`config.mk`:
```
export PLATFORM = sky130hd
export DESIGN_NAME = ghva_ctrl
export DESIGN_NICKNAME = d
export VERILOG_FILES = /design/src/ghva_pkg.sv /design/src/ghva_ctrl.sv
export SDC_FILE = /design/constraint.sdc
export NUM_CORES = 1
export LEC_CHECK = 0
export BUFFER_PORTS_ARGS = -buffer_cell sky130_fd_sc_hd__buf_2
export CORE_MARGIN = 1.5
export CORE_UTILIZATION = 25
export CTS_CLUSTER_SIZE = 24
export DETAILED_ROUTE_END_ITERATION = 10
export HOLD_SLACK_MARGIN = 0.15
export PLACE_DENSITY = 0.58
export RECOVER_POWER = 50
export SLEW_MARGIN = 20
export SYNTH_ARGS = -nofsm -noshare
export SYNTH_HDL_FRONTEND = slang
export SYNTH_SLANG_ARGS = --single-unit
export TNS_END_PERCENT = 1
```
`constraint.sdc`:
```
create_clock -name clk -period 3 [get_ports clk]
set_clock_uncertainty 0.15 [all_clocks]
set_input_delay 0.6 -clock clk [delete_from_list [all_inputs] [get_ports clk]]
set_output_delay 0.6 -clock clk [all_outputs]
set_load 0.05 [all_outputs]
```
`src/ghva_pkg.sv`:
```
// Package: shared types, constants and command structs for the Hough vote accumulator.
package ghva_pkg;
	localparam int NUM_MAPS_DEF = 32;
	localparam int GRID_MAX_DEF = 32;
	localparam int CFG_W = 16;
	localparam int CFG_IDX_W = 3;
	localparam int CELL_W = 32;

	typedef enum logic [1:0] {
		KIND_CLEAR = 2'd0,
		KIND_VOTE  = 2'd1,
		KIND_QUERY = 2'd2,
		KIND_NONE  = 2'd3
	} kind_t;

	typedef enum logic [2:0] {
		REG_GRID_STEP     = 3'd0,
		REG_WEIGHT_CENTER = 3'd1,
		REG_WEIGHT_EDGE1  = 3'd2,
		REG_WEIGHT_DIAG1  = 3'd3,
		REG_WEIGHT_EDGE2  = 3'd4,
		REG_WEIGHT_KNIGHT = 3'd5,
		REG_WEIGHT_CORNER = 3'd6,
		REG_BURST_LIMIT   = 3'd7
	} reg_idx_t;

	typedef enum logic [3:0] {
		ST_CLR,
		ST_IDLE,
		ST_QX,
		ST_DIVWAIT,
		ST_VPREP,
		ST_VRD,
		ST_VWAIT,
		ST_VWR,
		ST_QRD,
		ST_QWAIT,
		ST_QSCAN,
		ST_QDONE,
		ST_OUT
	} state_t;

	typedef struct packed {
		logic load;
		logic clr_start;
		logic clr_step;
		logic div_start;
		logic div_sel_y;
		logic vote_init;
		logic win_rd;
		logic win_wr;
		logic win_next;
		logic scan_init;
		logic scan_rd;
		logic scan_cmp;
		logic out_set;
		logic out_bad;
	} cmd_t;

	typedef struct packed {
		kind_t kind;
		logic  map_ok;
		logic  vote_ok;
		logic  clr_last;
		logic  div_done;
		logic  win_last;
		logic  win_in;
		logic  scan_last;
		logic  scan_pend;
	} sts_t;
endpackage

```
`src/ghva_ctrl.sv`:
```
// Controller: sequences clear sweep, vote window updates and grid scan.
module ghva_ctrl (
	input  logic           clk,
	input  logic           arst_n,
	input  logic           in_valid,
	output logic           in_stall,
	output logic           out_valid,
	input  logic           out_stall,
	input  ghva_pkg::sts_t sts,
	output ghva_pkg::cmd_t cmd
);
	ghva_pkg::state_t st_q, st_d;
	logic sel_y_q;

	always_ff @(posedge clk or negedge arst_n) begin
		if (!arst_n) begin
			st_q    <= ghva_pkg::ST_CLR;
			sel_y_q <= 1'b0;
		end else begin
			st_q <= st_d;
			if (st_q == ghva_pkg::ST_VPREP) sel_y_q <= 1'b0;
			else if (st_q == ghva_pkg::ST_DIVWAIT && sts.div_done) sel_y_q <= 1'b1;
		end
	end

	logic acc;
	assign acc = in_valid && !in_stall;

	always_comb begin
		st_d = st_q;
		unique case (st_q)
			ghva_pkg::ST_CLR: if (sts.clr_last) st_d = ghva_pkg::ST_IDLE;
			ghva_pkg::ST_IDLE: if (acc) st_d = ghva_pkg::ST_VPREP;
			ghva_pkg::ST_VPREP: begin
				unique case (sts.kind)
					ghva_pkg::KIND_CLEAR: st_d = ghva_pkg::ST_CLR;
					ghva_pkg::KIND_VOTE:
						st_d = sts.vote_ok ? ghva_pkg::ST_QX : ghva_pkg::ST_IDLE;
					ghva_pkg::KIND_QUERY:
						st_d = sts.map_ok ? ghva_pkg::ST_QRD : ghva_pkg::ST_QDONE;
					default: st_d = ghva_pkg::ST_IDLE;
				endcase
			end
			ghva_pkg::ST_QX: st_d = ghva_pkg::ST_DIVWAIT;
			ghva_pkg::ST_DIVWAIT: if (sts.div_done)
				st_d = sel_y_q ? ghva_pkg::ST_VRD : ghva_pkg::ST_QX;
			ghva_pkg::ST_VRD: st_d = sts.win_in ? ghva_pkg::ST_VWAIT :
				(sts.win_last ? ghva_pkg::ST_IDLE : ghva_pkg::ST_VRD);
			ghva_pkg::ST_VWAIT: st_d = ghva_pkg::ST_VWR;
			ghva_pkg::ST_VWR: st_d = sts.win_last ? ghva_pkg::ST_IDLE : ghva_pkg::ST_VRD;
			ghva_pkg::ST_QRD: if (sts.scan_last) st_d = ghva_pkg::ST_QWAIT;
			ghva_pkg::ST_QWAIT: st_d = ghva_pkg::ST_QSCAN;
			ghva_pkg::ST_QSCAN: st_d = ghva_pkg::ST_QDONE;
			ghva_pkg::ST_QDONE: st_d = ghva_pkg::ST_OUT;
			ghva_pkg::ST_OUT: if (!out_stall) st_d = ghva_pkg::ST_IDLE;
			default: st_d = ghva_pkg::ST_IDLE;
		endcase
	end

	always_comb begin
		cmd = '0;
		in_stall  = (st_q != ghva_pkg::ST_IDLE);
		out_valid = (st_q == ghva_pkg::ST_OUT);
		cmd.div_sel_y = sel_y_q;
		unique case (st_q)
			ghva_pkg::ST_CLR: cmd.clr_step = 1'b1;
			ghva_pkg::ST_IDLE: cmd.load = acc;
			ghva_pkg::ST_VPREP: begin
				cmd.vote_init = 1'b1;
				cmd.scan_init = 1'b1;
				cmd.clr_start = (sts.kind == ghva_pkg::KIND_CLEAR);
			end
			ghva_pkg::ST_QX: cmd.div_start = 1'b1;
			ghva_pkg::ST_VRD: begin
				cmd.win_rd   = 1'b1;
				cmd.win_next = !sts.win_in;
			end
			ghva_pkg::ST_VWR: begin
				cmd.win_wr   = 1'b1;
				cmd.win_next = 1'b1;
			end
			ghva_pkg::ST_QRD: begin
				cmd.scan_rd  = 1'b1;
				cmd.scan_cmp = 1'b1;
			end
			ghva_pkg::ST_QWAIT: cmd.scan_cmp = 1'b1;
			ghva_pkg::ST_QDONE: begin
				cmd.out_set = 1'b1;
				cmd.out_bad = !sts.map_ok;
			end
			default: ;
		endcase
	end

	assert property (@(posedge clk) disable iff (!arst_n)
		out_valid && out_stall |=> out_valid)
		else $error("result dropped under stall");
	assert property (@(posedge clk) disable iff (!arst_n)
		cmd.win_wr |-> !cmd.clr_step)
		else $error("vote write during clear");
	assert property (@(posedge clk) disable iff (!arst_n)
		cmd.load |=> in_stall)
		else $error("second item taken while busy");
endmodule

```
# Word level (Yosys, flattened, before mapping)
# Index checks and enable logic that the tools add are counted.
dict set report totals {
  in_bits 14
  mem_bits_ro 0
  out_inout_bits 16
  mem_bits_rw 0
  mem_count 0
  word_cells 57
  latch_bits 0
  reg_bits 5
}
dict set report op_classes {
  n_lt_le_gt_ge 0
  n_eq_ne 20
  n_mux 25
  n_addsub 0
  n_mul 0
  reduce_logical 10
  shifts 0
  n_div 0
  bitwise 0
}
# op count
set ops {}
lappend ops {{$pmux 4 s13} 1}
lappend ops {{$mux 4} 6}
lappend ops {{$eq 4x4->1 const B} 5}
lappend ops {{$eq 4x3->1 const B} 4}
lappend ops {{$pmux 4 s3} 1}
lappend ops {{$mux 1} 11}
lappend ops {{$ne 2x2->1 const B} 5}
lappend ops {{$eq 4x2->1 const B} 2}
lappend ops {{$mux 2} 3}
lappend ops {{$mux 3} 2}
lappend ops {{$reduce_and 5->1} 1}
lappend ops {{$eq 4x1->1 const B} 1}
lappend ops {{$logic_not 4->1} 1}
lappend ops {{$ne 4x1->1 const B} 1}
lappend ops {{$logic_not 1->1} 3}
lappend ops {{$eq 2x1->1 const B} 1}
lappend ops {{$eq 2x2->1 const B} 1}
lappend ops {{$logic_and 1x1->1} 2}
lappend ops {{$logic_not 2->1} 1}
lappend ops {{$pmux 1 s2} 1}
lappend ops {{$reduce_bool 2->1} 1}
lappend ops {{$reduce_or 2->1} 1}

# Depth between registers and ports, before layout
dict set report logic_depth {
  word_depth 5
  depth_mapped 5
  ltp_nobuf 4
}

# Worst setup path before layout
# OpenSTA, ideal clock, no wires.
dict set report synth_path {
  path_type {reg2out}
  startpoint {reg st_q[0]}
  endpoint {out cmd[12] in the netlist's numbering}
  path_slack_ps 8
  required_ps 2250
  path_stages_with_launch 4
  n_path_buf 1
  arrival_ps 2242
  path_cell_list {dfrtp_1 -> buf_6 -> or2_4 -> nor4_1}
}
# item line
set synth_lines {}
lappend synth_lines {{start: declaration} ghva_ctrl.sv:12} ;# ghva_pkg::state_t st_q, st_d;
lappend synth_lines {{start signal: assignment} ghva_ctrl.sv:17} ;# st_q <= ghva_pkg::ST_CLR;
lappend synth_lines {{start signal: assignment} ghva_ctrl.sv:20} ;# st_q <= st_d;
lappend synth_lines {{end: declaration} ghva_ctrl.sv:10} ;# output ghva_pkg::cmd_t cmd

==> impl_metrics.json <==
{
  "async_reset_ff_share_pct": 100,
  "drt-total-wl_um": 1530,
  "p_int_w": 0.000288,
  "grt_pass1_wl_um": 2440,
  "min_from": "out_stall",
  "synth_top_area_share_pct": 22.9,
  "min_period_ns": 2.48,
  "synth-warning-count": 0,
  "routedWlPerCell_um": 11.9,
  "hold_viol_final": 0,
  "min_path_type": "in2reg",
  "grt_antenna_before_repair": 0,
  "setup_violations": 0,
  "ys_types": 33,
  "crit_fanout": 14,
  "p_sw_w": 0.000461,
  "grt_usage_pct": 12.2,
  "ys_top_cells_by_area": "dfrtp_1 (23%), nor2_1 (8.9%), buf_4 (5.5%)",
  "cts_tree": "yes",
  "synth.avg_cell_area_um2": 7.27,
  "synth_top_area_cell": "dfrtp_1",
  "diodes": 0,
  "synth_edf_count": 0,
  "drcViolationCount": 0,
  "ys_seq_area_share_pct": 22.9,
  "cp.arrival_ns": 1.73,
  "drive_gt1_share_pct": 29.7,
  "ys_ff_latch": 5,
  "drt_iter0_markers": 16,
  "drv_slew": 0,
  "outcome": "completed",
  "ioPinCount": 30,
  "dieArea_um2": 2470,
  "p_leak_nw": 0.353,
  "ir_drop_v": 0.000358,
  "clock_path_buffers": 2,
  "reg2reg_slack_ns": 1.29,
  "rows": 16,
  "ys.flop_type": "dfrtp_1",
  "cellPowerDensity_nw_per_um2": 1090,
  "clock_latency_ns": 0.24,
  "clock_sinks": 5,
  "cts_made_buffers": 3,
  "worst-setup-path-type": "reg2out",
  "cp-endpoint": "cmd[3]",
  "grt_max_degree": 16,
  "h-tree-depth": 1,
  "netlist_area_um2": 546,
  "cts-root-buf": "clkbuf_4",
  "routed_via_density": 4.98,
  "reg2reg_to": "st_q[2]$_DFFE_PN0P_",
  "grt-ovfl-total": 0,
  "clockPowerShare_pct": 10.3,
  "worst_pin_slew_ns": 0.591,
  "switching_share_pct": 61.6,
  "numPortBuffers": 28,
  "dp_hpwl_um": 1170,
  "grt_pass1_vias": 591,
  "coreArea_um2": 2000,
  "synth_most_common_cell": "nor2_1",
  "maxCapViolations": 0,
  "fmax_mhz": 403,
  "relSlewSlack_pct": 60.7,
  "grt_setup_unrepaired": "no",
  "worst-r2r-cell-count": 4,
  "combPwrFrac_pct": 67.5,
  "worst_ep_required_time_ns": 2.25,
  "die_w_um": 49.7,
  "seqPwrFrac_pct": 22.2,
  "fin_crit_sh_pct": 82.7,
  "timing.rr.start": "st_q[2]$_DFFE_PN0P_",
  "place.gp.congestion": 0.816,
  "fin_tns_setup_ns": 0,
  "ant_nets": 0,
  "clk_pin_slew_ns": 0.04,
  "setup.worst_path.start": "st_q[1]$_DFFE_PN0P_",
  "synthTopCellsByCount": "nor2_1 (13), inv_1 (6), dfrtp_1 (5)",
  "fin_nets": 116,
  "synth_nets": 89,
  "synthToLayoutAreaGrowth_pct": 26.4,
  "crit_path_start_kind": "register",
  "initial_core_util_pct": 27.2,
  "dr_total_vias": 638,
  "die_y_um": 49.7,
  "hold_ws_ns": 0.452,
  "nFillCells": 245,
  "postCtsResizedCells": 0,
  "end_kind": "primary output",
  "drtPass1Iterations": 4,
  "synthCells": 75
}
## power groups by stage
stage | sequential (W) | combinational (W) | clock, W
after detailed placement | 0.000165 | 0.000527 | 0
after global placement | 0.000165 | 0.000522 | 0
final | 0.000167 | 0.000506 | 0.0000769
after CTS | 0.000164 | 0.000530 | 0.0000807
after floorplan | 0.000115 | 0.000499 | 0
after global routing | 0.000175 | 0.000548 | 0.0000854
## area by class of cell
class / instances / area [µm²] / share of cell area (%)
Clock buffer: 4 / 26.3 / 3.81
Tap cell: 27 / 33.8 / 4.90
Inverter: 6 / 22.5 / 3.27
Multi-Input combinational cell: 57 / 337 / 48.8
Timing Repair Buffer: 29 / 145 / 21.1
Sequential cell: 5 / 125 / 18.1
## what timing repair did
item	in CTS	in global routing
buffers inserted	0	0
hold buffers	1	0
hold endpoints to repair	5	0
## worst max-delay path, stage by stage (launching register included)
cell      delay [ns]
dfrtp_1         0.53
or2_0           0.37
nor2_1          0.12
clkbuf_1        0.47
## stage by stage
stage	worst slack, ns	cells	area, µm²	total power [W]	util (%)
floorplan	0.00807	75	546	0.000614	-
global placement	0.884	123	669	0.000687	33.4
detailed placement	0.861	123	669	0.000692	33.4
CTS	0.595	128	706	0.000775	35.3
global route	0.403	128	689	0.000808	34.4
finish	0.520	128	689	0.000749	34.4
## registers in the layout, summed over array words and instances (netlist names)
| register | flops |
|---|---|
| st_q | 4 |
| sel_y_q | 1 |
## cells in the final DEF, fill, tap and decap left out, drive strengths merged
cell type	synthesis	routed
nand3	2	2
and2	1	1
a41oi	1	1
buf	6	24
or4	1	1
nand3b	1	1
nor2b	2	2
dfrtp	5	5
clkbuf	1	8
o311a	1	1
nand4	1	1
o21ai	5	5
o211ai	2	2
nor3	2	2
nand2	4	4
a211oi	1	1
nor2	14	14
o311ai	1	1
and3	3	3
a2bb2oi	1	1
o221ai	1	1
a21oi	4	4
mux2i	1	1
nand2b	3	3
o22ai	2	2
nor4	1	1
or2	1	1
dlygate4sd3	0	1
inv	6	6
o41ai	1	1
## cell families after synthesis
| kind of cell | Yosys count | synth area share, % |
|---|---|---|
| simple gates | 36 | 33.5 |
| compound gates | 20 | 28.4 |
| buf+inv | 13 | 13.3 |
| flops | 5 | 22.9 |
| mux | 1 | 1.83 |
## worst min-delay path by stage
stage                               end  slack (ns)  cells after the start
floorplan           sel_y_q$_DFFE_PN0P_        0.15                      0
global placement    sel_y_q$_DFFE_PN0P_        0.27                      1
detailed placement  st_q[1]$_DFFE_PN0P_        0.27                      1
CTS                 st_q[2]$_DFFE_PN0P_        0.44                      3
global route        st_q[2]$_DFFE_PN0P_        0.44                      3
finish              st_q[2]$_DFFE_PN0P_        0.45                      3
## routing by layer
metal | vias to the layer above | global-route usage [%] | wire length [µm]
li1 | 314 | - | -
met1 | 292 | 16.6 | 711
met2 | 32 | 18.2 | 663
met3 | 0 | 5.15 | 153
met4 | 0 | 1.85 | 0
met5 | - | 0 | 0
(Power assumes the default switching activity.)
